--- config.mk ---
export PLATFORM = sky130hd
export DESIGN_NAME = dsp_ctrl
export DESIGN_NICKNAME = d
export VERILOG_FILES = /design/src/hw/rtl/dsp_pkg.sv /design/src/hw/rtl/dsp_ctrl.sv
export SDC_FILE = /design/constraint.sdc
export NUM_CORES = 1
export LEC_CHECK = 0
export BUFFER_PORTS_ARGS = -buffer_cell sky130_fd_sc_hd__buf_2
export CORE_ASPECT_RATIO = 1.25
export CORE_UTILIZATION = 58
export CTS_BUF_LIST = sky130_fd_sc_hd__clkbuf_8
export DETAILED_ROUTE_END_ITERATION = 16
export GPL_TIMING_DRIVEN = 0
export PLACE_DENSITY = 0.79
export SYNTH_ARGS = -nofsm -noshare
export SYNTH_HDL_FRONTEND = slang
export SYNTH_SLANG_ARGS = --single-unit
--- constraint.sdc ---
create_clock -name clk -period 3.5 [get_ports clk]
set_clock_uncertainty 0.1 [all_clocks]
set_input_delay 0.175 -clock clk [delete_from_list [all_inputs] [get_ports clk]]
set_output_delay 0.175 -clock clk [all_outputs]
set_load 0.005 [all_outputs]
--- src/hw/rtl/dsp_pkg.sv ---
// Shared types, constants and helpers for the DAG store with priority topological sort.
// Depends on nothing; imported by the controller, the datapath and the top level.
`timescale 1ns / 1ps

package dsp_pkg;

	localparam int MAX_NODES = 32;
	localparam int PRIO_BITS = 16;
	localparam int NODE_W    = 5;
	localparam int CNT_W     = $clog2(MAX_NODES + 1);
	localparam int IN_PRIO_W = 16;
	localparam int PRIO_EXT  = (PRIO_BITS > IN_PRIO_W) ? PRIO_BITS : IN_PRIO_W;

	typedef enum logic [2:0] {
		CMD_ADD_NODE    = 3'd0,
		CMD_ADD_EDGE    = 3'd1,
		CMD_REMOVE_EDGE = 3'd2,
		CMD_INVERT_EDGE = 3'd3,
		CMD_QUERY_EDGE  = 3'd4,
		CMD_ANCESTORS   = 3'd5,
		CMD_ORDER       = 3'd6,
		CMD_ROOTS       = 3'd7
	} cmd_t;

	typedef enum logic [2:0] {
		ST_OK          = 3'd0,
		ST_RANGE       = 3'd1,
		ST_SELF_LOOP   = 3'd2,
		ST_EDGE_EXISTS = 3'd3,
		ST_FULL        = 3'd4,
		ST_CYCLE       = 3'd5
	} status_t;

	typedef enum logic [3:0] {
		OP_NONE,
		OP_LOAD,
		OP_ADD_NODE,
		OP_EDGE_RD,
		OP_EDGE_EXEC,
		OP_INV_WR,
		OP_ANC_STEP,
		OP_ROOT_STEP,
		OP_M2L_STEP,
		OP_CNT_STEP,
		OP_PICK_STEP,
		OP_PICK_DONE,
		OP_UPD,
		OP_RANGE_ERR,
		OP_EMPTY,
		OP_EMIT
	} op_t;

	typedef struct packed {
		cmd_t cmd;
		logic s_ok;
		logic sweep_last;
		logic anc_more;
		logic count_zero;
		logic found;
		logic list_empty;
		logic emit_last;
		logic out_free;
	} dp_status_t;

	function automatic logic signed [PRIO_BITS-1:0] sat_prio(
		input logic signed [IN_PRIO_W-1:0] raw);
		logic signed [PRIO_EXT-1:0] v;
		logic signed [PRIO_EXT-1:0] hi;
		logic signed [PRIO_EXT-1:0] lo;
		v  = PRIO_EXT'(raw);
		hi = $signed(PRIO_EXT'((64'd1 << (PRIO_BITS - 1)) - 64'd1));
		lo = -hi - PRIO_EXT'(1);
		if (v > hi) begin
			v = hi;
		end else if (v < lo) begin
			v = lo;
		end
		return PRIO_BITS'(v);
	endfunction

endpackage

--- src/hw/rtl/dsp_ctrl.sv ---
// Command sequencer: one-hot state machine issuing datapath operations.
// Depends on dsp_pkg for op codes, commands and the datapath status struct.
`timescale 1ns / 1ps

module dsp_ctrl import dsp_pkg::*; (
	input  logic       clk,
	input  logic       arst_n,
	input  logic       in_valid,
	output logic       in_ready,
	input  dp_status_t st,
	output op_t        op
);

	typedef enum logic [12:0] {
		S_IDLE   = 13'b0000000000001,
		S_DISP   = 13'b0000000000010,
		S_EDGE   = 13'b0000000000100,
		S_INV    = 13'b0000000001000,
		S_ANC    = 13'b0000000010000,
		S_ROOT   = 13'b0000000100000,
		S_M2L    = 13'b0000001000000,
		S_CNT    = 13'b0000010000000,
		S_PICK   = 13'b0000100000000,
		S_PDONE  = 13'b0001000000000,
		S_UPD    = 13'b0010000000000,
		S_FINISH = 13'b0100000000000,
		S_EMIT   = 13'b1000000000000
	} state_t;

	state_t state_q, state_d;

	assign in_ready = (state_q == S_IDLE);

	always_comb begin
		op      = OP_NONE;
		state_d = state_q;
		case (state_q)
			S_IDLE: begin
				if (in_valid) begin
					op      = OP_LOAD;
					state_d = S_DISP;
				end
			end
			S_DISP: begin
				case (st.cmd)
					CMD_ADD_NODE: begin
						if (st.out_free) begin
							op      = OP_ADD_NODE;
							state_d = S_IDLE;
						end
					end
					CMD_ADD_EDGE, CMD_REMOVE_EDGE, CMD_INVERT_EDGE, CMD_QUERY_EDGE: begin
						op      = OP_EDGE_RD;
						state_d = S_EDGE;
					end
					CMD_ANCESTORS: begin
						if (!st.s_ok) begin
							if (st.out_free) begin
								op      = OP_RANGE_ERR;
								state_d = S_IDLE;
							end
						end else begin
							state_d = S_ANC;
						end
					end
					CMD_ORDER: state_d = st.count_zero ? S_FINISH : S_CNT;
					default:   state_d = st.count_zero ? S_FINISH : S_ROOT;
				endcase
			end
			S_EDGE: begin
				if (st.out_free) begin
					op      = OP_EDGE_EXEC;
					state_d = (st.cmd == CMD_INVERT_EDGE) ? S_INV : S_IDLE;
				end
			end
			S_INV: begin
				op      = OP_INV_WR;
				state_d = S_IDLE;
			end
			S_ANC: begin
				op = OP_ANC_STEP;
				if (st.sweep_last && !st.anc_more) begin
					state_d = S_M2L;
				end
			end
			S_ROOT: begin
				op = OP_ROOT_STEP;
				if (st.sweep_last) begin
					state_d = S_M2L;
				end
			end
			S_M2L: begin
				op = OP_M2L_STEP;
				if (st.sweep_last) begin
					state_d = S_FINISH;
				end
			end
			S_CNT: begin
				op = OP_CNT_STEP;
				if (st.sweep_last) begin
					state_d = S_PICK;
				end
			end
			S_PICK: begin
				op = OP_PICK_STEP;
				if (st.sweep_last) begin
					state_d = S_PDONE;
				end
			end
			S_PDONE: begin
				if (st.found) begin
					op      = OP_PICK_DONE;
					state_d = S_UPD;
				end else begin
					state_d = S_FINISH;
				end
			end
			S_UPD: begin
				op      = OP_UPD;
				state_d = S_PICK;
			end
			S_FINISH: begin
				if (st.list_empty) begin
					if (st.out_free) begin
						op      = OP_EMPTY;
						state_d = S_IDLE;
					end
				end else begin
					state_d = S_EMIT;
				end
			end
			S_EMIT: begin
				if (st.out_free) begin
					op = OP_EMIT;
					if (st.emit_last) begin
						state_d = S_IDLE;
					end
				end
			end
			default: state_d = S_IDLE;
		endcase
	end

	always_ff @(posedge clk or negedge arst_n) begin
		if (!arst_n) begin
			state_q <= S_IDLE;
		end else begin
			state_q <= state_d;
		end
	end

endmodule

==> metrics.md, run 1 <==
| Metric | Value |
|---|---|
| Status | `complete, no violations` |
| Final antenna-violating net count | `0` |
| CTS Buf Count | `3` |
| Clock Path Buffers | `2` |
| Worst Hold Class | `in2reg` |
| Syn Area/Cell | `slightly below 8 sq um` |
| Routed wire length | `3480 microns` |
| DR vias | `1397` |
| FFs w/ async S/R, synth | `100%` |
| Hold Fails Final Rpt | `0` |
| Largest net degree at the start of global routing | `14` |
| # port buffers | `16` |
| CP Capture Type | `output pin` |
| P_leak | `about 0.58 nW` |
| Via-per-instance ratio | `around 7` |
| Total power | `0.000652 W` |
| Multi-input logic area | `between 800 and 900 sq um` |
| Latest clock arrival within the worst-skew pair | `0.25 ns` |
| Drt wl/cell | `17.5 microns` |
| Reg with most FFs | `state_q` |
| Yosys cell types | `44` |
| Post-Layout Inst Area | `1380 sq um` |
| Relative slew margins | `a little over half` |
| Clock Sinks | `13` |
| DP Worst Slack | `0.601 ns` |
| Initial DRC Count | `84` |
| Io pins | `19` |
| RSZ-0062 raised after global routing | `false` |
| CP arrival | `about 3.0 ns` |
| Setup WS post-layout | `0.240 ns` |
| Post-Syn Instances | `158` |
| Total iterations of the first detailed-routing run | `5` |
| GR Overflow Total | `0` |
| Sequential fraction of the synthesis area | `between 20% and 30%` |
| Area growth syn-to-layout | `13.3%` |
| Minimum clock period | `around 3.3 ns` |
| Synth warnings | `0` |
| Yosys reg bits | `13` |
| Post-Syn Area | `~1200 sq um` |
| Placed wire-length estimate | `~2600 microns` |
| GP Congestion | `1.01` |
| Die ar. | `about 2300 sq um` |
| Share of layout cells above drive strength 1 | `about a fifth` |
| Post-synth EDFFs | `0` |
| H-Tree Depth | `1` |
| Max capacitance violation total | `0` |
| Die Wd | `roughly 43 microns` |
| Worst-path fanout max | `10` |
| FILL cells | `between 150 and 200` |
| CTS tree | `done` |
| F_max | `0.307 GHz` |
| Top Registers | `state_q (13)` |
| Final Setup Violations | `0` |
| Max-slew violations | `0` |
| Vias in the first global route | `1299` |
| Starting Density | `61.3%` |
| Core area | `around 2000 sq um` |
| Flip-flop count of the largest register after layout | `13` |
| Critical Path Source Type | `flip-flop` |
| Antenna Diode Count | `0` |
| Critical path type | `reg2out` |
| Reg area | `327 sq um` |
| Least-Margin Pin Slew | `just under 0.7 ns` |
| Drt drc | `0` |
| Total nets after synthesis | `~170` |
| Power density over the cells | `between 400 and 500 nW/um^2` |
| First-pass GRT wire length | `~6000 microns` |
| Final period util | `93.1%` |
| Setup TNS | `0 ns` |
| Root buf cell | `clkbuf_8` |
| Post-Place Cell Area | `about 1300 sq um` |
| Initial antenna violation count | `0` |
| Rows | `18` |
| Worst VDD drop | `around 0.00032 V` |
| Top FF cell, synth | `dfrtp_1` |
| Nets | `between 150 and 200` |
| Clock-pin slew on the worst setup and hold paths | `approximately 0.060 ns` |
| CP required | `~3.2 ns` |
| Chip height | `~53 microns` |
| CTS resizes | `0` |
| Global Route Usage Sum | `a little over a third` |
repair_timing:
action | 4_1_cts | 5_1_grt
buffers inserted | 0 | 0
hold buffers | 1 | 0
hold endpoints to repair | 13 | 0
layout make-up:
type / count / share of cell area (%)
Timing Repair Buffer: 17 / 6.55
Clock buffer: 3 / 3.00
Inverter: 5 / 1.36
Multi-Input combinational cell: 125 / 58.4
Sequential cell: 13 / 23.7
Clock inverter: 1 / 0.364
Tap cell: 20 / 1.82
Buffer: 15 / 4.82
critical path, stage by stage (launching register included):
cell	delay (ns)
dfrtp_1	0.37
buf_6	0.14
or4_4	0.58
or3_1	0.39
buf_2	0.17
or3_4	0.41
nor4_1	0.32
o21ai_0	0.13
nand3_1	0.10
buf_2	0.11
cell usage in the layout, fill, tap and decap left out, types with 2 or more instances in the layout:
| master | count |
|---|---|
| or3_1 | 2 |
| nand2_1 | 10 |
| xor2_1 | 2 |
| nand2b_1 | 3 |
| mux2_2 | 2 |
| nand4b_1 | 2 |
| o31ai_1 | 2 |
| nor2b_1 | 4 |
| buf_2 | 18 |
| or4b_2 | 3 |
| nand3_1 | 5 |
| clkbuf_8 | 3 |
| xnor2_1 | 5 |
| o211ai_1 | 2 |
| nor3_1 | 9 |
| nor2_1 | 14 |
| nand4_1 | 5 |
| dfrtp_1 | 12 |
| or4_1 | 4 |
| inv_1 | 5 |
| o21ai_0 | 5 |
| nor4_1 | 16 |
| clkbuf_1 | 12 |
| a21oi_1 | 6 |
| and4_1 | 2 |
| a31oi_1 | 5 |
worst paths after layout:
kind | from | to | slack, ns | cells after the start
hold reg to reg | state_q[5] | state_q[5] | 0.57 | 3
setup / recovery | state_q[5] | op[1] | 0.24 | 9
min in group asynchronous | arst_n | state_q[12] | 0.25 | 2
max in group asynchronous | arst_n | state_q[0] | 2.77 | 2
hold / removal | st[4] | state_q[7] | 0.03 | 2
setup reg to reg | state_q[3] | state_q[6] | 0.53 | 7
metrics by stage:
step	instances	hold slack, ns	util (%)
5_1_grt	199	0.0322	69.4
2_1_floorplan	158	-0.221	-
3_5_place_dp	194	-0.0144	66.6
4_1_cts	199	0.0347	69.4
3_3_place_gp	194	-0.0213	66.6
6_report	199	0.0341	69.4
cells in the mapped netlist, types with 2 or more instances:
master | n | area [sq um]
and4_1 | 2 | 17.5
or4b_2 | 3 | 30.0
nand4b_1 | 2 | 17.5
o31ai_1 | 2 | 15.0
o21ai_0 | 5 | 25.0
nand4_1 | 5 | 31.3
nor2_1 | 14 | 52.6
a31oi_1 | 5 | 31.3
nand2_1 | 10 | 37.5
nand2b_1 | 3 | 18.8
xnor2_1 | 5 | 43.8
a21oi_1 | 6 | 30.0
mux2_2 | 2 | 22.5
or4_1 | 4 | 30.0
xor2_1 | 2 | 17.5
dfrtp_1 | 12 | 300
clkbuf_1 | 12 | 45.0
or3_1 | 2 | 12.5
nor2b_1 | 4 | 25.0
nand3_1 | 5 | 25.0
o211ai_1 | 2 | 15.0
buf_2 | 2 | 10.0
inv_1 | 5 | 18.8
nor4_1 | 16 | 100
nor3_1 | 9 | 45.0
per-layer routing:
layer  GRT usage, %  share of wire, %
met5              0                 0
met2           59.6                49
met1           42.0                37
met3           4.44               9.2
met4           19.7               4.8
cells by family (layout without fill, tap and decap cells):
| group | Yosys count | after routing | synth area share, % |
|---|---|---|---|
| AOI/OAI and AO/OA | 28 | 28 | 16.6 |
| xor gates and xnor gates | 7 | 7 | 5.05 |
| buffers and inverters | 20 | 41 | 7.00 |
| DFF | 13 | 13 | 26.9 |
| muxes | 2 | 2 | 1.85 |
| and+or+nand+nor | 88 | 88 | 42.6 |
power by group:
group / switching [W] / internal (W) / total [W]
sequential: 0.0000131 / 0.000168 / 0.000182
clock: 0.0000626 / 0.0000790 / 0.000142
combinational: 0.000206 / 0.000123 / 0.000329
total: 0.000282 / 0.000370 / 0.000652
No activity file was read; power rests on OpenSTA's default activity.
==> inputs of run 2 (changes only) <==
--- a/config.mk
+++ b/config.mk
@@ -10,7 +10,9 @@
 export CORE_UTILIZATION = 58
 export CTS_BUF_LIST = sky130_fd_sc_hd__clkbuf_8
 export DETAILED_ROUTE_END_ITERATION = 16
+export GPL_ROUTABILITY_DRIVEN = 0
 export GPL_TIMING_DRIVEN = 0
+export MAX_ROUTING_LAYER = met4
 export PLACE_DENSITY = 0.79
 export SYNTH_ARGS = -nofsm -noshare
 export SYNTH_HDL_FRONTEND = slang
==> metrics.md, run 2 (synthesized netlist as in run 1, its figures left out) <==
| Metric | Value |
|---|---|
| Status | `complete, no violations` |
| Reg with most FFs | `state_q` |
| RSZ-0062 raised after global routing | `false` |
| Crit-path cells | `buf_6, or4_4, or3_1, buf_2, or3_4, nor4_1, o21ai_0, nand3_1, buf_2` |
| Rows | `18 (unchanged)` |
| Critical path type | `reg2out` |
| CP arrival | `2.89 ns (-0.09 ns)` |
| Final antenna-violating net count | `0 (unchanged)` |
| GR Overflow Total | `0 (unchanged)` |
| Clock Path Buffers | `2 (unchanged)` |
| Die Wd | `42.9 microns (unchanged)` |
| CP Capture Type | `output pin` |
| Global Route Usage Sum | `34.7% (-0.18 points)` |
| Chip height | `53.2 microns (unchanged)` |
| R2R setup slack | `0.43 ns (-0.10 ns)` |
| DR vias | `1408 (+0.79%)` |
| Final Setup Violations | `0 (unchanged)` |
| Reg area | `327 sq um (unchanged)` |
| Area growth syn-to-layout | `13.3% (unchanged)` |
| Final Non-Filler Cells | `199 (unchanged)` |
| P_leak | `0.580 nW (unchanged)` |
| Least-Margin Pin Slew | `0.622 ns (-0.0593 ns)` |
| DP Worst Slack | `0.562 ns (-0.0386 ns)` |
| Root buf cell | `clkbuf_8` |
| Flip-flop count of the largest register after layout | `13 (unchanged)` |
| Most common cell after layout, fill and taps aside | `buf_2` |
| Total iterations of the first detailed-routing run | `5 (unchanged)` |
| Vias in the first global route | `1321 (+1.7%)` |
| Commonest cells after routing, fill and taps aside | `buf_2, nor4_1, nor2_1, clkbuf_1, dfrtp_1` |
| Via-per-instance ratio | `7.08 (+0.79%)` |
| Drt drc | `0 (unchanged)` |
| Worst VDD drop | `0.000377 V (+16%)` |
| Relative slew margins | `58.2% (+4.0 points)` |
| Drt wl/cell | `17.7 microns (+1.1%)` |
| Clock Sinks | `13 (unchanged)` |
| Slowest CP cell | `or4_4` |
| Worst-path fanout max | `10 (unchanged)` |
| Worst Path Buf+Inv | `3 (unchanged)` |
| Sequential Power Share | `28.2% (+0.3 points)` |
| Power density over the cells | `466 nW/um^2 (-1.6%)` |
| Max-slew violations | `0 (unchanged)` |
| Placed instance count | `194 (unchanged)` |
| Psw | `0.000272 W (-3.6%)` |
| Max capacitance violation total | `0 (unchanged)` |
| Share of layout cells above drive strength 1 | `19.6% (unchanged)` |
| Design internal power | `0.000370 W (about the same)` |
| Top Registers | `state_q (13)` |
| CTS tree | `done` |
| Initial DRC Count | `66 (-21%)` |
| Top delay family on crit path | `simple AND/OR/NAND/NOR gates` |
| Hold Fails Final Rpt | `0 (unchanged)` |
| Placed wire-length estimate | `2620 microns (+2.0%)` |
| Logic pwr share | `50.5% (about the same)` |
| Die ar. | `2280 sq um (unchanged)` |
| Antenna Diode Count | `0 (unchanged)` |
| CP required | `3.22 ns (about the same)` |
| F_max | `0.316 GHz (+3.0%)` |
| Routed wire length | `3520 microns (+1.1%)` |
| Clock-pin slew on the worst setup and hold paths | `0.06 ns (about the same)` |
| Io pins | `19 (unchanged)` |
| FILL cells | `183 (+1.1%)` |
| Starting Density | `61.3% (unchanged)` |
| Setup WS post-layout | `0.336 ns (+0.0962 ns)` |
| First-pass GRT wire length | `5750 microns (-2.6%)` |
| Post-CTS setup buffers | `0 (unchanged)` |
| Core area | `1980 sq um (unchanged)` |
| Critical Path Source Type | `flip-flop` |
| # port buffers | `16 (unchanged)` |
| Cell mode on critical path | `buf_2` |
| Slowest stage delay, CP | `0.58 ns (about the same)` |
| H-Tree Depth | `1 (unchanged)` |
| Setup TNS | `0 ns (unchanged)` |
| CTS Buf Count | `3 (unchanged)` |
| Clock Power Share | `21.2% (-0.5 points)` |
| Nets | `194 (unchanged)` |
| Latest clock arrival within the worst-skew pair | `0.24 ns (about the same)` |
| Sw Share | `42.4% (-0.88 points)` |
| Final period util | `90.4% (-2.7 points)` |
| Hold_ws | `0.0357 ns (+0.00166 ns)` |
| Multi-input logic area | `803 sq um (unchanged)` |
| Minimum clock period | `3.16 ns (-0.0962 ns)` |
| Largest net degree at the start of global routing | `14 (unchanged)` |
| Final core utilization | `69.4% (unchanged)` |
| Worst Hold Class | `in2reg` |
| Initial antenna violation count | `0 (unchanged)` |
==> run 2: cell counts in the layout (fill, tap and decap cells not counted) <==
No cell type changed its count.
==> run 2: path summary, 6_finish.rpt <==
path,start,endpoint,cells after the start
worst min-delay path,st[4],state_q[7],2
min in group asynchronous,arst_n,state_q[8],2
worst min register to register,state_q[5],state_q[5],3
worst max-delay path,state_q[5],op[1],9
max in group asynchronous,arst_n,state_q[0],2
worst max register to register,state_q[3],state_q[6],7
==> run 2: what timing repair did <==
action                    CTS  global route
hold buffers                1             0
gates resized for setup     0             0
hold endpoints to repair   13             0
==> run 2: per-layer routing <==
metal	global-route usage, %	vias up	wire length [microns]
li1	-	649	-
met1	40.0	644	1390
met2	59.3	95	1690
met3	4.44	20	282
met4	17.7	0	158
met5	-	-	0
==> run 2: area by class of cell <==
cell class | count | share of cell area, %
tap | 20 | 1.82
timing repair buffer | 17 | 6.55
clock buffer | 3 | 3.00
sequential | 13 | 23.7
buffer | 15 | 4.82
inverter | 5 | 1.36
multi-input combinational | 125 | 58.4
clock inverter | 1 | 0.364
==> run 2: power by group through the flow <==
| stage | sequential, W | clock (W) | combinational [W] |
|---|---|---|---|
| floorplan | 0.000178 | 0 | 0.000234 |
| global placement | 0.000181 | 0 | 0.000309 |
| detailed placement | 0.000183 | 0 | 0.000311 |
| CTS | 0.000180 | 0.000138 | 0.000315 |
| global route | 0.000182 | 0.000144 | 0.000355 |
| finish | 0.000181 | 0.000136 | 0.000324 |
==> run 2: per-stage QoR <==
step | total power [W] | area [sq um]
2_1_floorplan | 0.000412 | 1210
3_3_place_gp | 0.000490 | 1320
3_5_place_dp | 0.000494 | 1320
4_1_cts | 0.000633 | 1380
5_1_grt | 0.000681 | 1380
6_report | 0.000642 | 1380
==> inputs of run 3 (changes only) <==
--- a/config.mk
+++ b/config.mk
@@ -14,6 +14,7 @@
 export GPL_TIMING_DRIVEN = 0
 export MAX_ROUTING_LAYER = met4
 export PLACE_DENSITY = 0.79
+export REMOVE_ABC_BUFFERS = 1
 export SYNTH_ARGS = -nofsm -noshare
 export SYNTH_HDL_FRONTEND = slang
 export SYNTH_SLANG_ARGS = --single-unit
==> metrics.md, run 3 (synthesized netlist as in run 1, its figures left out) <==
| Metric | Value |
|---|---|
| Setup WS post-layout | `0.372 ns (+0.0354 ns)` |
| F_max | `0.320 GHz (+1.1%)` |
| M3 GR Usage | `4.44% (unchanged)` |
| FF-to-FF Start | `state_q[3]` |
| Clock Path Buffers | `2 (unchanged)` |
| Worst-path fanout max | `10 (unchanged)` |
| Placed wire-length estimate | `2440 microns (-6.8%)` |
| Final Setup Violations | `0 (unchanged)` |
| Hold Fails Final Rpt | `0 (unchanged)` |
| CP startpoint | `state_q[5]` |
| Max capacitance violation total | `0 (unchanged)` |
| DR vias | `1335 (-5.2%)` |
| Starting Density | `61.3% (unchanged)` |
| Final Non-Filler Cells | `186 (-6.5%)` |
| Global Route Usage Sum | `32.9% (-1.8 points)` |
| Die Wd | `42.9 microns (unchanged)` |
| Total iterations of the first detailed-routing run | `5 (unchanged)` |
| Top Registers | `state_q (13)` |
| Sequential Power Share | `33.2% (+5.0 points)` |
| RSZ-0062 raised after global routing | `false` |
| Met2 Resource Use GR | `55.1% (-4.3 points)` |
| Top delay family on crit path | `simple AND/OR/NAND/NOR gates` |
| Vias in the first global route | `1222 (-7.5%)` |
| R2r worst-path depth | `5 (-2)` |
| Sw Share | `41.9% (-0.45 points)` |
| Worst VDD drop | `0.000525 V (+39%)` |
| Routed wire length | `3330 microns (-5.5%)` |
| Initial DRC Count | `104 (+58%)` |
| Clock Power Share | `21.2% (about the same)` |
| Worst hold path startpoint | `st[4]` |
| First-pass GRT wire length | `5400 microns (-6.1%)` |
| GR Overflow Total | `0 (unchanged)` |
| FILL cells | `181 (-1.1%)` |
| Logic pwr share | `45.6% (-4.9 points)` |
| CTS tree | `done` |
| Root buf cell | `clkbuf_8` |
| Nets | `181 (-6.7%)` |
| CP arrival | `2.85 ns (-0.04 ns)` |
| GR peak layer | `met2` |
| Relative slew margins | `60.8% (+2.7 points)` |
| Worst Path Buf+Inv | `1 (-2)` |
| Met1 Usage GRT | `38.4% (-1.6 points)` |
| Max-slew violations | `0 (unchanged)` |
| Slowest stage delay, CP | `0.63 ns (+0.05 ns)` |
| # port buffers | `18 (+2)` |
| Clock Sinks | `13 (unchanged)` |
| CTS Buf Count | `3 (unchanged)` |
| Chip height | `53.2 microns (unchanged)` |
| Antenna Diode Count | `0 (unchanged)` |
| Most common cell after layout, fill and taps aside | `buf_2` |
| Clock-pin slew on the worst setup and hold paths | `0.05 ns (about the same)` |
| Reg with most FFs | `state_q` |
| Placed instance count | `181 (-6.7%)` |
| Status | `complete, no violations` |
| Drt drc | `0 (unchanged)` |
| Area growth syn-to-layout | `8.55%` |
| Die ar. | `2280 sq um (unchanged)` |
| Slowest CP cell | `or4_4` |
| Final period util | `89.4% (-1.0 points)` |
| Setup TNS | `0 ns (unchanged)` |
| Hold_ws | `0.0396 ns (+0.00381 ns)` |
| Power density over the cells | `472 nW/um^2 (+1.2%)` |
| Latest clock arrival within the worst-skew pair | `0.24 ns (about the same)` |
| Post-Place Cell Area | `1260 sq um (-4.3%)` |
| Critical path type | `reg2out` |
| Share of layout cells above drive strength 1 | `19.9% (+0.33 points)` |
| Core area | `1980 sq um (unchanged)` |
| Design internal power | `0.000361 W (-2.3%)` |
| Via-per-instance ratio | `7.18 (+1.4%)` |
| Io pins | `19 (unchanged)` |
| Largest net degree at the start of global routing | `14 (unchanged)` |
| Commonest cells after routing, fill and taps aside | `buf_2, nor4_1, nor2_1, dfrtp_1, nand2_1` |
| Final antenna-violating net count | `0 (unchanged)` |
| Post-Layout Inst Area | `1320 sq um (-4.2%)` |
| Flip-flop count of the largest register after layout | `13 (unchanged)` |
| DP Worst Slack | `0.709 ns (+0.147 ns)` |
| Worst Hold Class | `in2reg` |
| P_leak | `0.558 nW (-3.8%)` |
| Rows | `18 (unchanged)` |
| Least-Margin Pin Slew | `0.582 ns (-0.0396 ns)` |
| Psw | `0.000261 W (-4.1%)` |
| Crit-path cells | `or4_4, or3_1, or3_4, nor4_1, o21ai_0, nand3_1, buf_2` |
| CP Capture Type | `output pin` |
| Hold Crit Depth | `2 (unchanged)` |
| Minimum clock period | `3.13 ns (-0.0354 ns)` |
| CP Depth | `7 (-2)` |
| Critical Path Source Type | `flip-flop` |
| Drt wl/cell | `17.9 microns (+1.1%)` |
| CP required | `3.22 ns (about the same)` |
| H-Tree Depth | `1 (unchanged)` |
| Initial antenna violation count | `0 (unchanged)` |
[run 3: changes by cell type in the layout (fill, tap and decap cells not counted)]
cell / change
buf_6: -1
clkbuf_1: -12
clkinv_2: -1
inv_1: +1
[run 3: worst paths after layout]
check / slack [ns] / to
setup / recovery: 0.37 / op[1]
hold / removal: 0.04 / state_q[7]
setup reg to reg: 0.64 / state_q[6]
hold reg to reg: 0.53 / state_q[0]
max in group asynchronous: 2.76 / state_q[0]
min in group asynchronous: 0.25 / state_q[6]
[run 3: stage by stage]
step	util (%)	power, W
6_report	66.5	0.000622
5_1_grt	66.5	0.000663
3_3_place_gp	63.8	0.000475
2_1_floorplan	-	0.000396
3_5_place_dp	63.8	0.000480
4_1_cts	66.5	0.000617
[run 3: worst register-to-register path, cell delays in order (launching register included)]
cell	delay, ns
dfrtp_1	0.47
or4_1	0.67
nor4_1	0.51
a41oi_1	0.15
o221ai_2	0.44
mux2_2	0.40
[run 3: area by class of cell]
type | instances | area (sq um) | area share, %
Clock buffer | 3 | 41.3 | 3.13
Clock inverter | 1 | 3.75 | 0.285
Inverter | 5 | 18.8 | 1.42
Multi-Input combinational cell | 125 | 803 | 60.9
Sequential cell | 13 | 327 | 24.8
Tap cell | 20 | 25.0 | 1.90
Timing Repair Buffer | 19 | 100 | 7.59
[run 3: per-layer routing]
metal / share of wire [%] / routed length (microns) / up-vias
met5: 0 / 0 / -
met4: 4.0 / 133 / 0
met3: 9.0 / 298 / 15
met2: 48 / 1600 / 98
met1: 39 / 1290 / 602
li1: - / - / 620
[run 3: power groups by stage]
| stage | Sequential [W] | Clock [W] | Combinational (W) |
|---|---|---|---|
| after global placement | 0.000205 | 0 | 0.000270 |
| final | 0.000206 | 0.000132 | 0.000284 |
| after detailed placement | 0.000206 | 0 | 0.000274 |
| after CTS | 0.000203 | 0.000135 | 0.000278 |
| after floorplan | 0.000196 | 0 | 0.000200 |
| after global routing | 0.000209 | 0.000141 | 0.000314 |
[run 3: what timing repair did]
item	4_1_cts	5_1_grt
hold endpoints to repair	12	0
hold buffers	1	0
gates resized for setup	0	0
buffers inserted	0	0
